[config.mk]
export PLATFORM = sky130hd
export DESIGN_NAME = point_transform_perspective
export DESIGN_NICKNAME = d
export VERILOG_FILES = /design/src/ptp_pkg.sv /design/src/point_transform_perspective.sv /design/src/ptp_mac.sv /design/src/ptp_div.sv
export SDC_FILE = /design/constraint.sdc
export NUM_CORES = 2
export LEC_CHECK = 0
export ABC_AREA = 0
export BUFFER_PORTS_ARGS = -buffer_cell sky130_fd_sc_hd__buf_2
export CORE_MARGIN = 3
export CORE_UTILIZATION = 48
export CTS_BUF_LIST = sky130_fd_sc_hd__clkbuf_8
export CTS_CLUSTER_DIAMETER = 200
export DETAILED_ROUTE_END_ITERATION = 10
export SYNTH_ARGS = -nofsm -noshare
export SYNTH_HDL_FRONTEND = slang
export SYNTH_HIERARCHICAL = 1
export SYNTH_SLANG_ARGS = --single-unit
[constraint.sdc]
create_clock -name i_clk -period 23.3 [get_ports i_clk]
set_input_delay 3.495 -clock i_clk [delete_from_list [all_inputs] [get_ports i_clk]]
set_output_delay 3.495 -clock i_clk [all_outputs]
set_load 0.02 [all_outputs]
[src/ptp_pkg.sv]
// ----------------------------------------------------------------------------
// ptp_pkg - shared types and constants for the perspective point transform
// Fixed point format, datapath widths, sequencer states and control bundles.
// ----------------------------------------------------------------------------
package ptp_pkg;

    localparam int FRAC_BITS = 16;
    localparam int DATA_W    = 32;
    localparam int PROD_W    = 2 * DATA_W;
    localparam int ACC_W     = PROD_W - FRAC_BITS + 2;
    localparam int CAP_SH    = DATA_W - FRAC_BITS;
    localparam int STEP_W    = $clog2(DATA_W);

    localparam int MAT_N     = 4;
    localparam int IDX_W     = 2;
    localparam int NUM_COORD = 3;

    localparam logic [DATA_W-1:0] FIX_ONE = DATA_W'(64'd1 << FRAC_BITS);
    localparam logic [DATA_W-1:0] SAT_POS = {1'b0, {(DATA_W-1){1'b1}}};
    localparam logic [DATA_W-1:0] SAT_NEG = {1'b1, {(DATA_W-1){1'b0}}};

    localparam logic [IDX_W-1:0]  COL_BIAS   = IDX_W'(MAT_N - 1);
    localparam logic [IDX_W-1:0]  LAST_ROW   = IDX_W'(MAT_N - 1);
    localparam logic [IDX_W-1:0]  LAST_COORD = IDX_W'(NUM_COORD - 1);
    localparam logic [STEP_W-1:0] LAST_STEP  = STEP_W'(DATA_W - 1);

    localparam logic MODE_WRITE = 1'b0;
    localparam logic MODE_XFORM = 1'b1;

    typedef enum logic [2:0] {
        S_IDLE,
        S_ROW,
        S_MUL,
        S_ACC,
        S_SAVE,
        S_CHK,
        S_DIV,
        S_DWAIT
    } t_state;

    typedef enum logic [1:0] {
        D_IDLE,
        D_LOAD,
        D_RUN,
        D_FIN
    } t_div_state;

    typedef struct packed {
        logic clear;
        logic mul;
        logic acc;
    } t_mac_ctl;

    typedef struct packed {
        logic              done;
        logic              sat;
        logic [DATA_W-1:0] quot;
    } t_div_res;

endpackage

[src/point_transform_perspective.sv]
// ----------------------------------------------------------------------------
// point_transform_perspective - 4x4 homogeneous point transform with divide
// Holds a Q16.16 matrix, transforms a point with implied w of 1 and divides
// x, y and z by the resulting w with saturation.
// ----------------------------------------------------------------------------
// usage:
//   a transaction is taken on the rising edge where start is high and busy is
//   low. i_mode selects an element write (i_row, i_col, i_element) or a point
//   transform (i_point_x, i_point_y, i_point_z).
//   an element write completes on that same edge, busy stays low and no
//   result is produced.
//   a point transform raises busy and runs twelve multiply-accumulates on one
//   shared multiplier, then three divisions on one shared bit-serial divider
//   (one quotient bit per cycle). o_done pulses for one cycle with the
//   result; when w is zero the divisions are skipped. busy is low again in
//   the cycle o_done is high, so a new transaction can be taken in that cycle.
//   results are valid only in the cycle o_done is high;
//   the receiver has no stall, o_done is a single-cycle strobe.
//   reset loads the identity matrix and returns the sequencer to idle.
// ----------------------------------------------------------------------------
module point_transform_perspective (
    input  logic                              i_clk,
    input  logic                              i_rst_n,
    input  logic                              start,
    output logic                              busy,
    input  logic                              i_mode,
    input  logic [ptp_pkg::IDX_W-1:0]         i_row,
    input  logic [ptp_pkg::IDX_W-1:0]         i_col,
    input  logic signed [ptp_pkg::DATA_W-1:0] i_element,
    input  logic signed [ptp_pkg::DATA_W-1:0] i_point_x,
    input  logic signed [ptp_pkg::DATA_W-1:0] i_point_y,
    input  logic signed [ptp_pkg::DATA_W-1:0] i_point_z,
    output logic                              o_done,
    output logic signed [ptp_pkg::DATA_W-1:0] o_out_x,
    output logic signed [ptp_pkg::DATA_W-1:0] o_out_y,
    output logic signed [ptp_pkg::DATA_W-1:0] o_out_z,
    output logic                              o_w_zero,
    output logic                              o_overflow
);
    import ptp_pkg::*;

    t_state r_state, n_state;

    logic [IDX_W-1:0]         r_row, n_row;
    logic [IDX_W-1:0]         r_col, n_col;
    logic [IDX_W-1:0]         r_k, n_k;
    logic signed [DATA_W-1:0] r_mat [0:MAT_N-1][0:MAT_N-1];
    logic signed [DATA_W-1:0] r_pt  [0:NUM_COORD-1];
    logic signed [ACC_W-1:0]  r_acc [0:MAT_N-1];
    logic signed [DATA_W-1:0] r_q   [0:NUM_COORD-1];
    logic                     r_wz;
    logic                     r_ovf;
    logic                     r_done;

    t_mac_ctl                 mac_ctl;
    logic                     div_start;
    t_div_res                 div_res;
    logic [IDX_W-1:0]         rd_col;
    logic signed [DATA_W-1:0] coef;
    logic signed [DATA_W-1:0] coord;
    logic signed [ACC_W-1:0]  mac_acc;
    logic                     mat_we;
    logic                     pt_we;
    logic                     save;
    logic                     q_we;
    logic                     done_set;
    logic                     w_is_zero;

    assign rd_col    = (r_state == S_ROW) ? COL_BIAS : r_col;
    assign coef      = r_mat[r_row][rd_col];
    assign coord     = r_pt[r_col];
    assign w_is_zero = (r_acc[LAST_ROW] == '0);

    ptp_mac u_mac (
        .i_clk   (i_clk),
        .i_ctl   (mac_ctl),
        .i_coef  (coef),
        .i_coord (coord),
        .o_acc   (mac_acc)
    );

    ptp_div u_div (
        .i_clk   (i_clk),
        .i_rst_n (i_rst_n),
        .i_start (div_start),
        .i_num   (r_acc[r_k]),
        .i_den   (r_acc[LAST_ROW]),
        .o_res   (div_res)
    );

    always_ff @(posedge i_clk) begin
        if (!i_rst_n) begin
            r_state <= S_IDLE;
            r_row   <= '0;
            r_col   <= '0;
            r_k     <= '0;
            r_done  <= 1'b0;
        end else begin
            r_state <= n_state;
            r_row   <= n_row;
            r_col   <= n_col;
            r_k     <= n_k;
            r_done  <= done_set;
        end
    end

    // matrix store, identity after reset
    always_ff @(posedge i_clk) begin
        if (!i_rst_n) begin
            for (int r = 0; r < MAT_N; r++) begin
                for (int c = 0; c < MAT_N; c++) begin
                    r_mat[r][c] <= (r == c) ? FIX_ONE : '0;
                end
            end
        end else if (mat_we) begin
            r_mat[i_row][i_col] <= i_element;
        end
    end

    always_ff @(posedge i_clk) begin
        if (pt_we) begin
            r_pt[0] <= i_point_x;
            r_pt[1] <= i_point_y;
            r_pt[2] <= i_point_z;
        end
        if (save) begin
            r_acc[r_row] <= mac_acc;
        end
        if (r_state == S_CHK) begin
            r_wz  <= w_is_zero;
            r_ovf <= 1'b0;
            if (w_is_zero) begin
                for (int i = 0; i < NUM_COORD; i++) begin
                    r_q[i] <= '0;
                end
            end
        end
        if (q_we) begin
            r_q[r_k] <= div_res.quot;
            r_ovf    <= r_ovf | div_res.sat;
        end
    end

    always_comb begin
        n_state   = r_state;
        n_row     = r_row;
        n_col     = r_col;
        n_k       = r_k;
        mac_ctl   = '0;
        div_start = 1'b0;
        mat_we    = 1'b0;
        pt_we     = 1'b0;
        save      = 1'b0;
        q_we      = 1'b0;
        done_set  = 1'b0;
        case (r_state)
            S_IDLE: begin
                if (start) begin
                    if (i_mode == MODE_XFORM) begin
                        pt_we   = 1'b1;
                        n_row   = '0;
                        n_state = S_ROW;
                    end else begin
                        mat_we = 1'b1;
                    end
                end
            end
            S_ROW: begin
                mac_ctl.clear = 1'b1;
                n_col         = '0;
                n_state       = S_MUL;
            end
            S_MUL: begin
                mac_ctl.mul = 1'b1;
                n_state     = S_ACC;
            end
            S_ACC: begin
                mac_ctl.acc = 1'b1;
                if (r_col == LAST_COORD) begin
                    n_state = S_SAVE;
                end else begin
                    n_col   = r_col + 1'b1;
                    n_state = S_MUL;
                end
            end
            S_SAVE: begin
                save = 1'b1;
                if (r_row == LAST_ROW) begin
                    n_state = S_CHK;
                end else begin
                    n_row   = r_row + 1'b1;
                    n_state = S_ROW;
                end
            end
            S_CHK: begin
                n_k = '0;
                if (w_is_zero) begin
                    done_set = 1'b1;
                    n_state  = S_IDLE;
                end else begin
                    n_state = S_DIV;
                end
            end
            S_DIV: begin
                div_start = 1'b1;
                n_state   = S_DWAIT;
            end
            S_DWAIT: begin
                if (div_res.done) begin
                    q_we = 1'b1;
                    if (r_k == LAST_COORD) begin
                        done_set = 1'b1;
                        n_state  = S_IDLE;
                    end else begin
                        n_k     = r_k + 1'b1;
                        n_state = S_DIV;
                    end
                end
            end
            default: begin
                n_state = S_IDLE;
            end
        endcase
    end

    assign busy       = (r_state != S_IDLE);
    assign o_done     = r_done;
    assign o_out_x    = r_q[0];
    assign o_out_y    = r_q[1];
    assign o_out_z    = r_q[2];
    assign o_w_zero   = r_wz;
    assign o_overflow = r_ovf;

    // zero w gives zero coordinates and no overflow
    a_wzero_clean: assert property (@(posedge i_clk) disable iff (!i_rst_n)
        (o_done && o_w_zero) |-> (o_out_x == '0 && o_out_y == '0 &&
                                  o_out_z == '0 && !o_overflow))
        else $error("w_zero result carries nonzero data");

    // result strobe only once the sequencer is back in idle
    a_done_idle: assert property (@(posedge i_clk) disable iff (!i_rst_n)
        o_done |-> !busy)
        else $error("result strobe while busy");

    // a transform transaction starts the sequencer
    a_xform_busy: assert property (@(posedge i_clk) disable iff (!i_rst_n)
        (start && !busy && i_mode == MODE_XFORM) |=> busy)
        else $error("transform accepted without going busy");

    // an element write neither blocks nor produces a result
    a_write_quiet: assert property (@(posedge i_clk) disable iff (!i_rst_n)
        (start && !busy && i_mode == MODE_WRITE) |=> (!busy && !o_done))
        else $error("element write produced a result or went busy");

endmodule

[src/ptp_mac.sv]
// ----------------------------------------------------------------------------
// ptp_mac - shared multiply-accumulate unit
// One signed multiply per step, registered, then floor-shifted and added into
// a wide accumulator that is preloaded with the translation term.
// ----------------------------------------------------------------------------
module ptp_mac (
    input  logic                                i_clk,
    input  ptp_pkg::t_mac_ctl                   i_ctl,
    input  logic signed [ptp_pkg::DATA_W-1:0]   i_coef,
    input  logic signed [ptp_pkg::DATA_W-1:0]   i_coord,
    output logic signed [ptp_pkg::ACC_W-1:0]    o_acc
);
    import ptp_pkg::*;

    localparam int EXT_W = ACC_W - (PROD_W - FRAC_BITS);

    logic signed [PROD_W-1:0] r_prod, n_prod;
    logic signed [ACC_W-1:0]  r_acc, n_acc;
    logic signed [ACC_W-1:0]  prod_sh;

    always_comb begin
        prod_sh = {{EXT_W{r_prod[PROD_W-1]}}, r_prod[PROD_W-1:FRAC_BITS]};
        n_prod  = r_prod;
        n_acc   = r_acc;
        if (i_ctl.mul) begin
            n_prod = PROD_W'(i_coef) * PROD_W'(i_coord);
        end
        if (i_ctl.clear) begin
            n_acc = {{(ACC_W-DATA_W){i_coef[DATA_W-1]}}, i_coef};
        end else if (i_ctl.acc) begin
            n_acc = r_acc + prod_sh;
        end
    end

    always_ff @(posedge i_clk) begin
        r_prod <= n_prod;
        r_acc  <= n_acc;
    end

    assign o_acc = r_acc;

endmodule

[src/ptp_div.sv]
// ----------------------------------------------------------------------------
// ptp_div - iterative signed fixed point divider
// Restoring division of |num| * 2^FRAC_BITS by |den|, one quotient bit per
// cycle, with truncation toward zero and saturation to the signed data width.
// ----------------------------------------------------------------------------
module ptp_div (
    input  logic                              i_clk,
    input  logic                              i_rst_n,
    input  logic                              i_start,
    input  logic signed [ptp_pkg::ACC_W-1:0]  i_num,
    input  logic signed [ptp_pkg::ACC_W-1:0]  i_den,
    output ptp_pkg::t_div_res                 o_res
);
    import ptp_pkg::*;

    t_div_state r_state, n_state;

    logic [ACC_W-1:0]  r_a, n_a;
    logic [ACC_W-1:0]  r_b, n_b;
    logic [ACC_W-1:0]  r_rem, n_rem;
    logic [DATA_W-1:0] r_dq, n_dq;
    logic [STEP_W-1:0] r_cnt, n_cnt;
    logic              r_neg, n_neg;
    logic              r_cap, n_cap;
    t_div_res          r_res, n_res;
    logic [ACC_W:0]    trial;

    always_ff @(posedge i_clk) begin
        if (!i_rst_n) begin
            r_state <= D_IDLE;
            r_cnt   <= '0;
            r_res   <= '0;
        end else begin
            r_state <= n_state;
            r_cnt   <= n_cnt;
            r_res   <= n_res;
        end
    end

    always_ff @(posedge i_clk) begin
        r_a   <= n_a;
        r_b   <= n_b;
        r_rem <= n_rem;
        r_dq  <= n_dq;
        r_neg <= n_neg;
        r_cap <= n_cap;
    end

    always_comb begin
        n_state  = r_state;
        n_a      = r_a;
        n_b      = r_b;
        n_rem    = r_rem;
        n_dq     = r_dq;
        n_cnt    = r_cnt;
        n_neg    = r_neg;
        n_cap    = r_cap;
        n_res    = r_res;
        n_res.done = 1'b0;
        trial    = {r_rem, r_dq[DATA_W-1]} - {1'b0, r_b};
        case (r_state)
            D_IDLE: begin
                if (i_start) begin
                    n_a     = i_num[ACC_W-1] ? ACC_W'(-i_num) : ACC_W'(i_num);
                    n_b     = i_den[ACC_W-1] ? ACC_W'(-i_den) : ACC_W'(i_den);
                    n_neg   = i_num[ACC_W-1] ^ i_den[ACC_W-1];
                    n_state = D_LOAD;
                end
            end
            D_LOAD: begin
                n_cap   = {{CAP_SH{1'b0}}, r_a} >= {r_b, {CAP_SH{1'b0}}};
                n_rem   = r_a >> CAP_SH;
                n_dq    = {r_a[CAP_SH-1:0], {FRAC_BITS{1'b0}}};
                n_cnt   = '0;
                n_state = D_RUN;
            end
            D_RUN: begin
                if (!trial[ACC_W]) begin
                    n_rem = trial[ACC_W-1:0];
                    n_dq  = {r_dq[DATA_W-2:0], 1'b1};
                end else begin
                    n_rem = {r_rem[ACC_W-2:0], r_dq[DATA_W-1]};
                    n_dq  = {r_dq[DATA_W-2:0], 1'b0};
                end
                n_cnt = r_cnt + 1'b1;
                if (r_cnt == LAST_STEP) begin
                    n_state = D_FIN;
                end
            end
            D_FIN: begin
                n_res.done = 1'b1;
                if (r_cap) begin
                    n_res.sat  = 1'b1;
                    n_res.quot = r_neg ? SAT_NEG : SAT_POS;
                end else if (r_neg) begin
                    n_res.sat  = r_dq > SAT_NEG;
                    n_res.quot = (r_dq > SAT_NEG) ? SAT_NEG : DATA_W'(-r_dq);
                end else begin
                    n_res.sat  = r_dq[DATA_W-1];
                    n_res.quot = r_dq[DATA_W-1] ? SAT_POS : r_dq;
                end
                n_state = D_IDLE;
            end
            default: begin
                n_state = D_IDLE;
            end
        endcase
    end

    assign o_res = r_res;

endmodule

# After elaboration in Yosys (flattened, before gate mapping)
# Memory sizes are Yosys's and may differ from the RTL's. A register that Yosys moved wholly into a read port is not among the register bits.
# Index checks and enable logic that the tools add are counted.
# totals
register_bits	351
latchBits	0
ram_bits	904
rom_bits	0
output_inout_bits	100
wordCells	170
memories	4
# mem_list
name	words	width	rd	rd_ports_with_merged_regs	wr	line	rtl
r_mat	4	128	1	1	4	point_transform_perspective.sv:47	logic signed [DATA_W-1:0] r_mat [0:MAT_N-1][0:MAT_N-1];
r_acc	4	50	2	1	1	point_transform_perspective.sv:49	logic signed [ACC_W-1:0] r_acc [0:MAT_N-1];
r_pt	3	32	1	1	3	point_transform_perspective.sv:48	logic signed [DATA_W-1:0] r_pt [0:NUM_COORD-1];
r_q	3	32	3	0	3	point_transform_perspective.sv:50	logic signed [DATA_W-1:0] r_q [0:NUM_COORD-1];
# classes
addsub	9
mul	1
div_mod_pow	0
magnitude_cmp	5
eq_ne	22
n_shift	0
muxes	84
bitwise	4
n_reduce_logical	19
# op_table
operator	n
$mux 128	3
$mux 32	6
$mux 50	3
$reduce_or 128->1	1
$neg 50->50	2
$pmux 50 s2	1
$mux 49	2
$ge 50x66->1	1
$mux 33	2
$bmux 32 s2	1
$demux 32 s2	1
$mul 32x32->64	1
$pmux 32 s2	1
$sub 51x50->51	1
$add 50x48->50	1
$logic_not 50->1	1
$mux 2	17
$mux 34	1
$gt 32x32->1 const B	1
$neg 32->32	1
$reduce_or 32->1	1
$mux 1	31
$mux 31	1
$pmux 3 s8	1
28 further kinds	62

# Logic depth before layout (Yosys ltp)
# logic_depth
word_depth	8
mapped_depth	35

# By module
# Netlist, hierarchy kept.
# by_module_without_submodules
module	n_inst	cells_each	area_each_um2
ptp_mac	1	4361	41746.3
point_transform_perspective	1	2228	38514.4
ptp_div	1	1539	14933.1

# Worst setup path after synthesis
# Ideal clock, no wire load.
# synth_path
path_type	flip-flop to flip-flop
startpoint	register (tool-made name)
endpoint	register u_mac.r_prod[63] (data pin)
setup_ns	0.260
arrival_time_ns	9.089
slack_ns	13.951
stages_incl_launch_ff	33
synth_period_minus_slack_ns	9.349
path_cell_list	dfxtp_1 buf_2 clkbuf_1 mux4_2 mux2i_1 mux2i_1 clkbuf_1 clkbuf_1 nand2_1 inv_1 fa_1 fa_1 fa_1 fa_1 inv_1 fa_1 inv_1 fa_1 inv_1 fa_1 inv_1 fa_1 ha_1 clkbuf_1 nand4_1 nor3_1 nand4_1 nor2_1 nor4_1 o2111ai_1 o31a_1 a21oi_1 xnor2_1
# synth_lines
item	line	rtl
end signal, assigned	ptp_mac.sv:36	r_prod <= n_prod;
end, declared	ptp_mac.sv:17	logic signed [PROD_W-1:0] r_prod, n_prod;

==> impl_results.md <==
- Status: finished, final reports clean
- GRT Overall Usage: 0.254
- Commonest non-fill, non-tap cell in the layout: edfxtp_1
- Fin util: 0.528
- Die X: 451 µm
- WP data required: 23.95 ns
- DRT iter0 DRCs: 5029
- Layout Nets: 9783
- Largest net degree at the start of global routing: 102
- Root buf cell: clkbuf_8
- Flops & latches, synth: 1245
- Clock skew: 0.0545 ns
- I/O Buffers: 235
- # DRC: 0
- Clock Latency Late Sink: 0.95 ns
- Worst Hold Class: reg2reg
- Cts repair resizes: 0
- Sequential fraction of the synthesis area: 0.387
- FFs w/ async S/R, synth: 0
- Critical path startpoint category: flip-flop
- Fin Setup TNS: 0 ns
- CTS sink cnt: ~1200
- HPWL Detailed: 173 mm
- Initial Utilization: 0.486
- RSZ-0062 raised after global routing: no
- Number of setup violations in the final report: 0
- Worst setup EP type: flip-flop
- Setup Buffers After CTS: 0
- Wirelength per Cell: 23.2 µm
- First drt pass iteration count: 5
- CP max FO: 42
- IO Pins: 236
- Slowest CP cell: fa_1
- Initial antenna violation count: 7
- Clk slew on worst S/H paths: around 0.060 ns
- Total Routed Length: 256 mm
- Routed Antenna Nets: 0
- Count of final max-slew check failures: 0
- Max-cap violations: 0
- Cell family with most CP delay: adder cells
- Crit path kind: reg2reg
- Core ar.: 196000 µm²
- Yosys cell types: 103
- First-pass GRT wire length: between 300 and 400 mm
- Fmax: 0.0860 GHz
- Area leader, netlist: edfxtp_1
- Number of enable flip-flop cells after synthesis: 1188
- Area delta synth->final: 8.78%
- Fin crit share: 0.499
- Final global-route overflow total: 0
- Synth Flop Type: edfxtp_1
- Number of vias per cell: 5.63
- Crit path time final: 11.63 ns
- Die area: 204000 µm²
- Synth area leaders: edfxtp_1 (37%), fa_1 (23%), and2_1 (6.3%), ha_1 (4.4%), mux4_2 (4.2%)
- Syn Std Cell Area: 95200 µm²
- Final GP Congestion: 0.882
- Critical Path AT: 12.28 ns
- Hold buffers post-CTS: 0
- Tightest Pin Transition: between 1 and 1.5 ns
- Chip height: between 400 and 500 µm
- TritonCTS clock tree: done
- CP peak stage delay: 0.91 ns
- CTS max path bufs: 3
- H-tree Lvls: 4
- Vias: 62000
- Share of layout cells above drive strength 1: 0.120
- Synth warn: 6
- Buf/Inv on CP: 11
- Num CTS Buffers: 198
- Syn avg cell area: ~12 µm²
- Relative slew slack: 0.215
- Mapped Cells: 8128
- Hold Fails Final Rpt: 0
- Vias in the first global route: 65300
- Yosys top cell area share: 0.375
- Most frequent cells in the layout: edfxtp_1 (1188), inv_1 (1112), fa_1 (1083)
- Rows: 162
- Critical path's most frequent cell: fa_1
- Post-synthesis net count: 9678
## worst register-to-register path, delay by kind of cell (launching register included)
kind	cells	cell delay, ns
flops	1	0.68
fa+ha+maj	9	4.69
simple gates	8	1.39
compound gates	3	0.85
xor+xnor	1	0.09
mux	2	0.43
buf+inv	11	3.20
## final timing paths
check | from | end | slack [ns] | depth (start not counted)
max | r_state[1]$_SDFFE_PN0P_ | u_mac/r_prod[63]$_DFFE_PP_ | 11.67 | 34
min | u_div/r_cnt[4]$_SDFFE_PN0P_ | u_div/r_cnt[4]$_SDFFE_PN0P_ | 0.49 | 2
max reg2reg | r_state[1]$_SDFFE_PN0P_ | u_mac/r_prod[63]$_DFFE_PP_ | 11.67 | 34
min reg2reg | u_div/r_cnt[4]$_SDFFE_PN0P_ | u_div/r_cnt[4]$_SDFFE_PN0P_ | 0.49 | 2
## final cells by class
type	instances	area, µm²
Sequential cell	1245	36800
Timing Repair Buffer	373	2210
Antenna cell	3	7.51
Multi-Input combinational cell	5372	53500
Inverter	1043	3920
Clock inverter	155	972
Tap cell	2624	3280
Clock buffer	204	2810
Fill cell	17000	92500
## per-layer routing
layer,global-route usage,part of all wire,routed length (µm)
met1,0.371,0.45,115000
met2,0.390,0.45,114000
met3,0.0459,0.075,19300
met4,0.0737,0.029,7340
met5,0,0,0
## metrics by stage
stage / instance area, µm² / hold WS [ns] / std cells / worst slack [ns]
6_report: 104000 / 0.485 / 11000 / 11.67
5_1_grt: 104000 / 0.517 / 11000 / 10.83
4_1_cts: 104000 / 0.487 / 11000 / 11.70
3_5_place_dp: 99800 / 0.476 / 10700 / 11.77
3_3_place_gp: 99800 / 0.471 / 10700 / 11.96
2_1_floorplan: 95200 / 0.459 / 8128 / 13.95
## kinds of logic after synthesis
kind of cell / count (synthesis) / share of synthesized area
AND/OR/NAND/NOR: 2488 / 0.141
buffers and inverters: 1511 / 0.0601
adder cells (fa/ha/maj): 1414 / 0.271
flip-flops: 1245 / 0.387
AO/OA/AOI/OAI: 864 / 0.0569
multiplexers: 374 / 0.0630
XOR/XNOR: 232 / 0.0213
## synthesized netlist by cell type, types with 57 or more instances
cell / n
o21ai_0: 242
fa_1: 1083
a21o_1: 77
edfxtp_1: 1188
inv_1: 1040
and3_1: 214
nand2_1: 715
dfxtp_1: 57
xnor2_1: 178
mux4_2: 178
mux2i_1: 177
a21oi_1: 253
and2_1: 957
clkbuf_1: 427
ha_1: 331
nor2_1: 209
## flip-flops by register name, indices dropped and copies added (netlist names), 34 cells and up, named ones only
signal / cells
r_mat: 512
r_acc: 200
r_pt: 96
r_q: 96
u_div/r_a: 50
u_div/r_b: 50
u_div/r_rem: 50
u_mac/o_acc: 50
u_mac/r_prod: 48
u_div/o_res: 34
Power is not shown: default switching activity piles up to over one toggle a cycle in this logic, so the estimate is an artifact.
